===== src/rtl/frame_receiver_ack_generator_macros.svh =====
// assertion macros shared by the frame receiver rtl
`ifndef FRAME_RECEIVER_ACK_GENERATOR_MACROS_SVH
`define FRAME_RECEIVER_ACK_GENERATOR_MACROS_SVH

// same-cycle implication, checked at every rising clock edge outside reset
`define FRACK_ASSERT_IMP(label, clk, rst, ante, cons) \
   label: assert property (@(posedge clk) disable iff (rst) (ante) |-> (cons)) \
      else $error("frame receiver assertion failed");

// next-cycle implication, checked at every rising clock edge outside reset
`define FRACK_ASSERT_NEXT(label, clk, rst, ante, cons) \
   label: assert property (@(posedge clk) disable iff (rst) (ante) |=> (cons)) \
      else $error("frame receiver assertion failed");

`endif


===== src/rtl/frack_pkg.sv =====
// shared constants, types and helpers of the frame receiver
package frack_pkg;

   // link framing bytes
   localparam logic [7:0] FLAG_A     = 8'h7E;
   localparam logic [7:0] FLAG_START = 8'hA5;
   localparam logic [7:0] FLAG_END   = 8'hA6;
   localparam logic [7:0] REPLY_ACK  = 8'h01;
   localparam logic [7:0] REPLY_NAK  = 8'h02;

   // reply frame length and beat counting
   localparam int REPLY_LEN = 6;
   localparam int BEAT_W    = 3;
   localparam int TOTAL_W   = 4;

   // default command queue depth
   localparam int QUEUE_DEPTH_DEF = 4;

   // parser phases
   typedef enum logic [3:0] {
      PH_F1,
      PH_F2,
      PH_SEQ,
      PH_FIRST,
      PH_LOW,
      PH_LOW_ESC,
      PH_HIGH,
      PH_HIGH_ESC,
      PH_CK1,
      PH_CK2,
      PH_DONE_ACK,
      PH_DONE_NAK,
      PH_BAD
   } phase_type;

   // one command from the parser: up to two payload beats and an optional reply
   typedef struct packed {
      logic [1:0] pay_count;
      logic [7:0] pay0;
      logic [7:0] pay1;
      logic       reply;
      logic [7:0] seq;
      logic       ack;
   } cmd_type;

   // byte at a given position of the reply frame
   function automatic logic [7:0] reply_byte(input logic [BEAT_W-1:0] pos,
                                             input logic [7:0] seq,
                                             input logic ack);
      logic [7:0] res;
      case (pos)
         3'd0:    res = FLAG_A;
         3'd1:    res = FLAG_START;
         3'd2:    res = seq;
         3'd3:    res = ack ? REPLY_ACK : REPLY_NAK;
         3'd4:    res = FLAG_A;
         3'd5:    res = FLAG_END;
         default: res = FLAG_END;
      endcase
      return res;
   endfunction

endpackage


===== src/rtl/frack_parser.sv =====
// front end: frame parser that turns received bytes into payload and reply commands
module frack_parser (
   input  logic             clock,
   input  logic             reset,
   input  logic             accept,
   input  logic [7:0]       rx_byte,
   input  logic             frame_end,
   output logic             push,
   output frack_pkg::cmd_type cmd
);
   import frack_pkg::*;

   phase_type  phase_ff, phase_in, phase_step;
   logic [7:0] next_exp_ff, next_exp_in;
   logic [7:0] seq_ff, seq_in;
   logic [15:0] sum_ff, sum_in;
   logic [7:0] high_ff, high_in;
   logic [7:0] ck_hi_ff, ck_hi_in;
   logic       sum_match, seq_equal;

   // checksum and sequence compares
   assign sum_match = ({ck_hi_ff, rx_byte} == sum_ff);
   assign seq_equal = (next_exp_ff == seq_ff);

   // next phase
   always_comb begin
      phase_step = phase_ff;
      case (phase_ff)
         PH_F1:       phase_step = (rx_byte == FLAG_A) ? PH_F2 : PH_BAD;
         PH_F2:       phase_step = (rx_byte == FLAG_START) ? PH_SEQ : PH_BAD;
         PH_SEQ:      phase_step = PH_FIRST;
         PH_FIRST:    phase_step = PH_LOW;
         PH_HIGH:     phase_step = (rx_byte == FLAG_A) ? PH_HIGH_ESC : PH_LOW;
         PH_HIGH_ESC: phase_step = (rx_byte == FLAG_END) ? PH_CK1 : PH_LOW;
         PH_LOW:      phase_step = (rx_byte == FLAG_A) ? PH_LOW_ESC : PH_HIGH;
         PH_LOW_ESC:  phase_step = (rx_byte == FLAG_END) ? PH_CK1 : PH_HIGH;
         PH_CK1:      phase_step = PH_CK2;
         PH_CK2:      phase_step = (sum_match && seq_equal) ? PH_DONE_ACK : PH_DONE_NAK;
         default:     phase_step = phase_ff;
      endcase
      phase_in = frame_end ? PH_F1 : phase_step;
   end

   // datapath updates and command contents
   always_comb begin
      next_exp_in   = next_exp_ff;
      seq_in        = seq_ff;
      sum_in        = sum_ff;
      high_in       = high_ff;
      ck_hi_in      = ck_hi_ff;
      cmd.pay_count = 2'd0;
      cmd.pay0      = rx_byte;
      cmd.pay1      = rx_byte;
      case (phase_ff)
         PH_SEQ: begin
            seq_in = rx_byte;
            sum_in = '0;
         end
         PH_FIRST, PH_HIGH: begin
            if (!(phase_ff == PH_HIGH && rx_byte == FLAG_A)) begin
               cmd.pay_count = 2'd1;
               high_in       = rx_byte;
            end
         end
         PH_HIGH_ESC: begin
            if (rx_byte != FLAG_END) begin
               cmd.pay_count = 2'd2;
               cmd.pay0      = FLAG_A;
               high_in       = rx_byte;
            end
         end
         PH_LOW: begin
            if (rx_byte != FLAG_A) begin
               cmd.pay_count = 2'd1;
               sum_in        = sum_ff ^ {high_ff, rx_byte};
            end
         end
         PH_LOW_ESC: begin
            if (rx_byte != FLAG_END) begin
               cmd.pay_count = 2'd2;
               cmd.pay0      = FLAG_A;
               sum_in        = sum_ff ^ {high_ff, rx_byte};
            end
         end
         PH_CK1: begin
            ck_hi_in = rx_byte;
         end
         PH_CK2: begin
            // a good checksum settles the expected sequence
            if (sum_match) begin
               if (seq_equal) begin
                  next_exp_in = next_exp_ff + 8'd1;
               end else if (next_exp_ff < seq_ff) begin
                  seq_in = next_exp_ff;
               end else begin
                  next_exp_in = seq_ff;
               end
            end
         end
         default: begin
         end
      endcase
      cmd.reply = frame_end;
      cmd.seq   = seq_in;
      cmd.ack   = (phase_step == PH_DONE_ACK);
      push      = accept && (frame_end || cmd.pay_count != 2'd0);
   end

   // control state
   always_ff @(posedge clock) begin
      if (reset) begin
         phase_ff    <= PH_F1;
         next_exp_ff <= 8'd1;
         seq_ff      <= 8'd0;
      end else if (accept) begin
         phase_ff    <= phase_in;
         next_exp_ff <= next_exp_in;
         seq_ff      <= seq_in;
      end
   end

   // checksum datapath
   always_ff @(posedge clock) begin
      if (accept) begin
         sum_ff   <= sum_in;
         high_ff  <= high_in;
         ck_hi_ff <= ck_hi_in;
      end
   end

endmodule


===== src/rtl/frack_queue.sv =====
// short command queue between the parser and the beat sender
module frack_queue #(
   parameter int DEPTH = frack_pkg::QUEUE_DEPTH_DEF
) (
   input  logic             clock,
   input  logic             reset,
   input  logic             push,
   input  frack_pkg::cmd_type push_data,
   input  logic             pop,
   output frack_pkg::cmd_type head,
   output logic             empty,
   output logic             full
);
   import frack_pkg::*;

   localparam int PTR_W = (DEPTH > 1) ? $clog2(DEPTH) : 1;
   localparam int CNT_W = $clog2(DEPTH + 1);

   cmd_type    slot_ff [DEPTH];
   logic [PTR_W-1:0] wr_ptr_ff, wr_ptr_in, rd_ptr_ff, rd_ptr_in;
   logic [CNT_W-1:0] count_ff, count_in;
   logic             do_push, do_pop;

   assign empty   = (count_ff == CNT_W'(0));
   assign full    = (count_ff == CNT_W'(DEPTH));
   assign head    = slot_ff[rd_ptr_ff];
   assign do_push = push && !full;
   assign do_pop  = pop && !empty;

   // pointer and fill count update
   always_comb begin
      wr_ptr_in = wr_ptr_ff;
      rd_ptr_in = rd_ptr_ff;
      count_in  = count_ff;
      if (do_push) begin
         wr_ptr_in = (wr_ptr_ff == PTR_W'(DEPTH - 1)) ? '0 : wr_ptr_ff + PTR_W'(1);
      end
      if (do_pop) begin
         rd_ptr_in = (rd_ptr_ff == PTR_W'(DEPTH - 1)) ? '0 : rd_ptr_ff + PTR_W'(1);
      end
      if (do_push && !do_pop) begin
         count_in = count_ff + CNT_W'(1);
      end else if (do_pop && !do_push) begin
         count_in = count_ff - CNT_W'(1);
      end
   end

   always_ff @(posedge clock) begin
      if (reset) begin
         wr_ptr_ff <= '0;
         rd_ptr_ff <= '0;
         count_ff  <= '0;
      end else begin
         wr_ptr_ff <= wr_ptr_in;
         rd_ptr_ff <= rd_ptr_in;
         count_ff  <= count_in;
      end
   end

   // slot storage
   always_ff @(posedge clock) begin
      if (do_push) begin
         slot_ff[wr_ptr_ff] <= push_data;
      end
   end

endmodule


===== src/rtl/frack_sender.sv =====
// back end: expands each queued command into result beats
module frack_sender (
   input  logic             clock,
   input  logic             reset,
   input  frack_pkg::cmd_type head,
   input  logic             empty,
   output logic             pop,
   output logic             rsp_tvalid,
   input  logic             rsp_tready,
   output logic [7:0]       rsp_tdata,
   output logic             rsp_tuser,
   output logic             rsp_tlast
);
   import frack_pkg::*;

   logic [BEAT_W-1:0]  idx_ff, idx_in;
   logic [TOTAL_W-1:0] beat_total;
   logic [BEAT_W-1:0]  reply_pos;
   logic               in_payload, last_beat, beat_done;

   // beat count of the head command
   assign beat_total = TOTAL_W'(head.pay_count)
                     + (head.reply ? TOTAL_W'(REPLY_LEN) : TOTAL_W'(0));
   assign last_beat  = ({1'b0, idx_ff} == beat_total - TOTAL_W'(1));
   assign in_payload = ({1'b0, idx_ff} < {1'b0, head.pay_count});
   assign reply_pos  = idx_ff - BEAT_W'(head.pay_count);

   // beat contents
   assign rsp_tvalid = !empty;
   assign rsp_tuser  = !in_payload;
   assign rsp_tdata  = in_payload ? (idx_ff[0] ? head.pay1 : head.pay0)
                                  : reply_byte(reply_pos, head.seq, head.ack);
   assign rsp_tlast  = last_beat;
   assign beat_done  = rsp_tvalid && rsp_tready;
   assign pop        = beat_done && last_beat;

   // position within the command
   always_comb begin
      idx_in = idx_ff;
      if (beat_done) begin
         idx_in = last_beat ? '0 : idx_ff + BEAT_W'(1);
      end
   end

   always_ff @(posedge clock) begin
      if (reset) begin
         idx_ff <= '0;
      end else begin
         idx_ff <= idx_in;
      end
   end

endmodule


===== src/rtl/frame_receiver_ack_generator.sv =====
// top level of the flag-delimited frame receiver with ack/nak reply
// Use:
//   req channel: one received link byte per beat in req_tdata, req_tlast marks
//   the last byte of a receive buffer.
//   rsp channel: delivered payload bytes (rsp_tuser 0) and the six-byte reply
//   frame (rsp_tuser 1) sent at each buffer end; rsp_tlast flags the last
//   result beat caused by one input beat.
// Output: the first result of an input beat is offered in the cycle after the
//   beat is taken, when the queue ahead of it is empty.
// Throughput: the parser takes one beat per cycle while the command queue has
//   room; the sender drives one result beat per cycle while rsp_tready is high,
//   and each buffer end adds a six-byte reply frame; the queue of QUEUE_DEPTH
//   commands absorbs the backlog before req_tready falls.
// Reset: synchronous, active high; the parser waits for the first start flag,
//   the expected sequence is 1, the last reply sequence is 0, the queue is empty.
// Stall: while rsp_tready is low the current beat holds; the parser keeps
//   taking bytes until the queue fills, then req_tready goes low.
module frame_receiver_ack_generator #(
   parameter int QUEUE_DEPTH = frack_pkg::QUEUE_DEPTH_DEF
) (
   input  logic       clock,
   input  logic       reset,
   input  logic       req_tvalid,
   output logic       req_tready,
   input  logic [7:0] req_tdata,   // [7:0] rx_byte
   input  logic       req_tlast,
   output logic       rsp_tvalid,
   input  logic       rsp_tready,
   output logic [7:0] rsp_tdata,   // [7:0] out_byte
   output logic       rsp_tuser,   // [0] kind
   output logic       rsp_tlast
);
   import frack_pkg::*;

   `include "frame_receiver_ack_generator_macros.svh"

   cmd_type push_cmd, head_cmd;
   logic    accept, push, pop, q_empty, q_full;

   assign req_tready = !q_full;
   assign accept     = req_tvalid && req_tready;

   // front: parse and classify
   frack_parser u_parser (
      .clock     (clock),
      .reset     (reset),
      .accept    (accept),
      .rx_byte   (req_tdata),
      .frame_end (req_tlast),
      .push      (push),
      .cmd       (push_cmd)
   );

   // command queue
   frack_queue #(
      .DEPTH (QUEUE_DEPTH)
   ) u_queue (
      .clock     (clock),
      .reset     (reset),
      .push      (push),
      .push_data (push_cmd),
      .pop       (pop),
      .head      (head_cmd),
      .empty     (q_empty),
      .full      (q_full)
   );

   // back: beat sender
   frack_sender u_sender (
      .clock      (clock),
      .reset      (reset),
      .head       (head_cmd),
      .empty      (q_empty),
      .pop        (pop),
      .rsp_tvalid (rsp_tvalid),
      .rsp_tready (rsp_tready),
      .rsp_tdata  (rsp_tdata),
      .rsp_tuser  (rsp_tuser),
      .rsp_tlast  (rsp_tlast)
   );

   // checks
   `FRACK_ASSERT_IMP(a_reply_ends_with_flag, clock, reset, rsp_tvalid && rsp_tlast && rsp_tuser, rsp_tdata == FLAG_END)
   `FRACK_ASSERT_NEXT(a_buffer_end_gives_reply, clock, reset, accept && req_tlast, rsp_tvalid)
   `FRACK_ASSERT_NEXT(a_reset_empties_output, clock, 1'b0, reset, !rsp_tvalid)

endmodule

===== config.mk =====
export PLATFORM = sky130hd
export DESIGN_NAME = frame_receiver_ack_generator
export DESIGN_NICKNAME = d
export VERILOG_FILES = /design/src/rtl/frack_pkg.sv /design/src/rtl/frack_parser.sv /design/src/rtl/frack_queue.sv /design/src/rtl/frack_sender.sv /design/src/rtl/frame_receiver_ack_generator.sv
export VERILOG_INCLUDE_DIRS = /design/src /design/src/rtl
export SDC_FILE = /design/constraint.sdc
export NUM_CORES = 1
export LEC_CHECK = 0
export BUFFER_PORTS_ARGS = -buffer_cell sky130_fd_sc_hd__buf_2
export CORE_MARGIN = 2
export CORE_UTILIZATION = 56
export DETAILED_ROUTE_END_ITERATION = 8
export GPL_TIMING_DRIVEN = 0
export PLACE_DENSITY = 0.75
export SLEW_MARGIN = 20
export SYNTH_ARGS = -nofsm -noshare
export SYNTH_HDL_FRONTEND = slang
export SYNTH_SLANG_ARGS = --single-unit

===== constraint.sdc =====
create_clock -name clock -period 3.9 [get_ports clock]
set_input_delay 0.195 -clock clock [delete_from_list [all_inputs] [get_ports clock]]
set_output_delay 0.195 -clock clock [all_outputs]
set_load 0.02 [all_outputs]

==> results by group <==
Global route
  • Global-route wire length before repair: 30000 µm
  • Initial antenna violation count: 0
  • Largest net degree at the start of global routing: 28
  • Tot GR Track Use: 24.9%
  • Vias in the first global route: 5635
  • Total grt overflow: 0

Yosys
  • Simple logic cell fraction of the synthesized area: 10.7%
  • Fraction of registers with async set/reset: 0%
  • Yosys reg bits: 176
  • Xor/xnor share of the synthesized area: 2.98%
  • Synth Cell Area: 0.00822 mm²
  • Adder-cell share of the synthesized area: 3.47%
  • Synth cell types: 61
  • Count of warnings emitted by yosys: 0
  • Synth Instances: 628
  • Sequential fraction of the synthesis area: 60.4%
  • Syn avg cell area: 13.1 µm²
  • Post-synthesis mux area share: 9.08%
  • Largest family of logic cells by synthesized area: compound AO/OA/AOI/OAI gates
  • Post-synth EDFFs: 144
  • Synth Area in Compound Gates: 10.9%
  • Commonest register cell after synthesis: edfxtp_1
  • Mapped Nets: 662

Placed design
  • IO buf count: 24
  • RePlAce Congestion: 0.881
  • Hpwl dp: 12400 µm
  • DP Worst Slack: -0.304 ns
  • DP Cell Count: 842

Cells and area
  • Fillers: 1091
  • Number of antenna diodes: 0
  • Post-layout net count: 709
  • Fraction of layout cells with a size suffix above 1: 15.7%
  • Non-Filler Instances: 872
  • Most common cell after layout, fill and taps aside: edfxtp_1
  • P&R area growth vs syn: 13.2%
  • Most frequent cells in the layout: 144 x edfxtp_1, 51 x nor2_1, 50 x a21oi_1, 39 x nand2_1, 31 x dfxtp_1

Critical path
  • CP max stage cell: dfxtp_2
  • CP bufs+invs: 3
  • Crit. End Element: flop
  • Critical path fanouts, max: 10
  • Crit-path max cell delay: 0.46 ns
  • CP Data Required Time: 4.26 ns
  • Crit path launch type: flop
  • Crit-path leading delay family: adder cells
  • Crit path kind: reg -> reg
  • Worst path arrival time: 4.02 ns
  • Critical-path cell list: clkbuf_2 > mux4_2 > inv_1 > fa_1 > or3_4 > a211oi_4 > nand3_4 > ha_1 > inv_1 > fa_1 > xor2_1 > or3_1 > a21oi_1

Floorplan
  • DIE AREA: 0.0157 mm²
  • Row cnt: 44
  • Die width: 125 µm
  • Starting Density: 57.0%
  • Std-Cell Core Area: 0.0144 mm²
  • Die Y: 125 µm
  • I/O pins: 25

Routing
  • Vias: 5506
  • Initial DRC count: 676
  • WL/cell: 21.1 µm
  • Final ANT Viol Nets: 0
  • Post-detailed-route DRC marker count: 0
  • Number of detailed-route iterations in the first pass: 6
  • Total length of routed wires: 18400 µm
  • Via density: 6.31

STA
  • RSZ-0062 raised after global routing: false
  • Worst-margin pin slew: 1.04 ns
  • Final Hold Fails: 0
  • Final Cycle Share: 94.1%
  • Final setup violation count: 0
  • Post-layout minimum cycle time: 3.67 ns
  • Pins Over Slew Limit: 0
  • Worst Skew: 0.0110 ns
  • Fmax: 273 MHz
  • Final setup margin: 0.232 ns
  • Slew margin rel.: 30.7%

Power and ir drop
  • PD cells: 516 mW/mm²
  • Internal: 3.48 mW
  • Switching Share: 27.6%
  • Flop pwr share: 46.6%
  • P_leak: 3.18 nW
  • Sw Pwr: 1.32 mW
  • Max VDD drop: 0.000293 V
  • Clk pwr share: 35.6%
  • Logic pwr share: 17.8%

CTS
  • CTS tree: done
  • CTS sink count: 176
  • Worst-skew pair later-pin latency: 0.43 ns
  • H-tree depth: 4
  • Register clock-pin slew on the reported worst setup and hold paths: 0.06 ns
  • Post-CTS Hold Buffers: 0
  • Clk buf depth: 2
  • Clock Tree Root: clkbuf_16
  • Post-CTS Setup Inserts: 0
  • Number of CTS-inserted buffers: 17

Flow run
  • Max Cap Viol: 0

Outcome
  • Status: finished clean

Min path
  • Worst hold start: req_tlast
  • Worst Hold Class: in -> reg
[through the flow]
step / power, mW / hold slack, ns / util, % / area [µm²] / TNS (ns)
CTS: 4.82 / 0.0881 / 64.4 / 9290 / 0
finish: 4.81 / 0.108 / 64.5 / 9310 / 0
detailed placement: 3.11 / 0.502 / 60.3 / 8700 / -1.74
floorplan: 2.84 / 0.292 / - / 8220 / 0
global route: 5.00 / 0.0984 / 64.5 / 9310 / 0
global placement: 3.05 / 0.475 / 59.4 / 8570 / -13.71
[per-layer routing]
metal | vias up | GRT usage [%] | part of all wire [%]
li1 | 2517 | - | -
met1 | 2751 | 32.5 | 41
met2 | 194 | 41.0 | 50
met3 | 44 | 4.75 | 6.1
met4 | 0 | 10.8 | 2.8
met5 | - | 0 | 0
[flip-flops by register name (all words and copies together), names as in the netlist, named ones only]
signal,cells
u_queue.count_ff,3
u_parser.seq_ff,8
u_queue.wr_ptr_ff,2
u_parser.high_ff,8
u_sender.idx_ff,3
u_parser.sum_ff,16
u_parser.next_exp_ff,8
u_parser.phase_ff,4
u_queue.slot_ff,112
u_queue.rd_ptr_ff,2
u_parser.ck_hi_ff,8
[cells in the mapped netlist (4+ instances only)]
cell type | n | share of area [%]
edfxtp_1 | 144 | 53
nor2_1 | 52 | 2.4
a21oi_1 | 50 | 3.0
nand2_1 | 39 | 1.8
dfxtp_1 | 32 | 7.8
xnor2_1 | 25 | 2.7
mux4_2 | 24 | 6.6
inv_1 | 23 | 1.0
clkbuf_1 | 21 | 0.96
ha_1 | 18 | 2.7
o21ai_0 | 17 | 1.0
nor3_1 | 12 | 0.73
nand3_1 | 11 | 0.67
o22ai_1 | 11 | 0.84
nand4_1 | 10 | 0.76
and2_1 | 9 | 0.68
mux2i_1 | 9 | 1.1
or3_1 | 8 | 0.61
a21o_1 | 7 | 0.64
a31oi_1 | 7 | 0.53
o211ai_1 | 7 | 0.64
a211oi_1 | 6 | 0.55
and3_1 | 6 | 0.46
a311oi_1 | 5 | 0.53
nand2b_1 | 5 | 0.38
nor2b_1 | 5 | 0.38
o31ai_1 | 5 | 0.46
mux4_1 | 4 | 1.3
o21a_1 | 4 | 0.37
[path summary, 6_finish.rpt]
path	to	slack, ns	cells past startpoint
worst min register to register	u_queue.rd_ptr_ff[0]$_SDFFE_PP0P_	0.51	2
worst min-delay path	u_queue.slot_ff[3][9]$_DFFE_PP_	0.11	1
worst max register to register	u_queue.count_ff[2]$_SDFFE_PP0P_	0.23	13
worst max-delay path	u_queue.count_ff[2]$_SDFFE_PP0P_	0.23	13
[logic make-up after synthesis]
group,Yosys count
multiplexers,38
adder cells (fa/ha/maj),21
buffers and inverters,52
XOR/XNOR,28
AO/OA/AOI/OAI,139
AND/OR/NAND/NOR,174
flip-flops,176
[repair_timing]
item | 4_1_cts | 5_1_grt
endpoints found under the setup margin | 11 | 9
gates cloned | 0 | 0
endpoints found under the hold margin | 0 | 0
resized for setup | 2 | 4
[power by group through the flow]
stage | Clock [mW] | Sequential (mW) | Combinational, mW
4_1_cts | 1.73 | 2.24 | 0.846
3_5_place_dp | 0 | 2.28 | 0.831
6_report | 1.71 | 2.24 | 0.855
5_1_grt | 1.81 | 2.25 | 0.936
2_1_floorplan | 0 | 2.26 | 0.580
3_3_place_gp | 0 | 2.27 | 0.781
[cell type report]
cell class              count  area (µm²)  share of cell area [%]
flip-flops and latches    176        4970                    53.3
multi-input cells         400        3090                    33.2
clock buffers              19         433                    4.65
repair buffers             30         230                    2.47
well taps                 184         230                    2.47
clock inverters            13         160                    1.72
plain buffers              24         100                    1.08
inverters                  26        97.6                    1.05
Power figures use the tool's default switching activity.
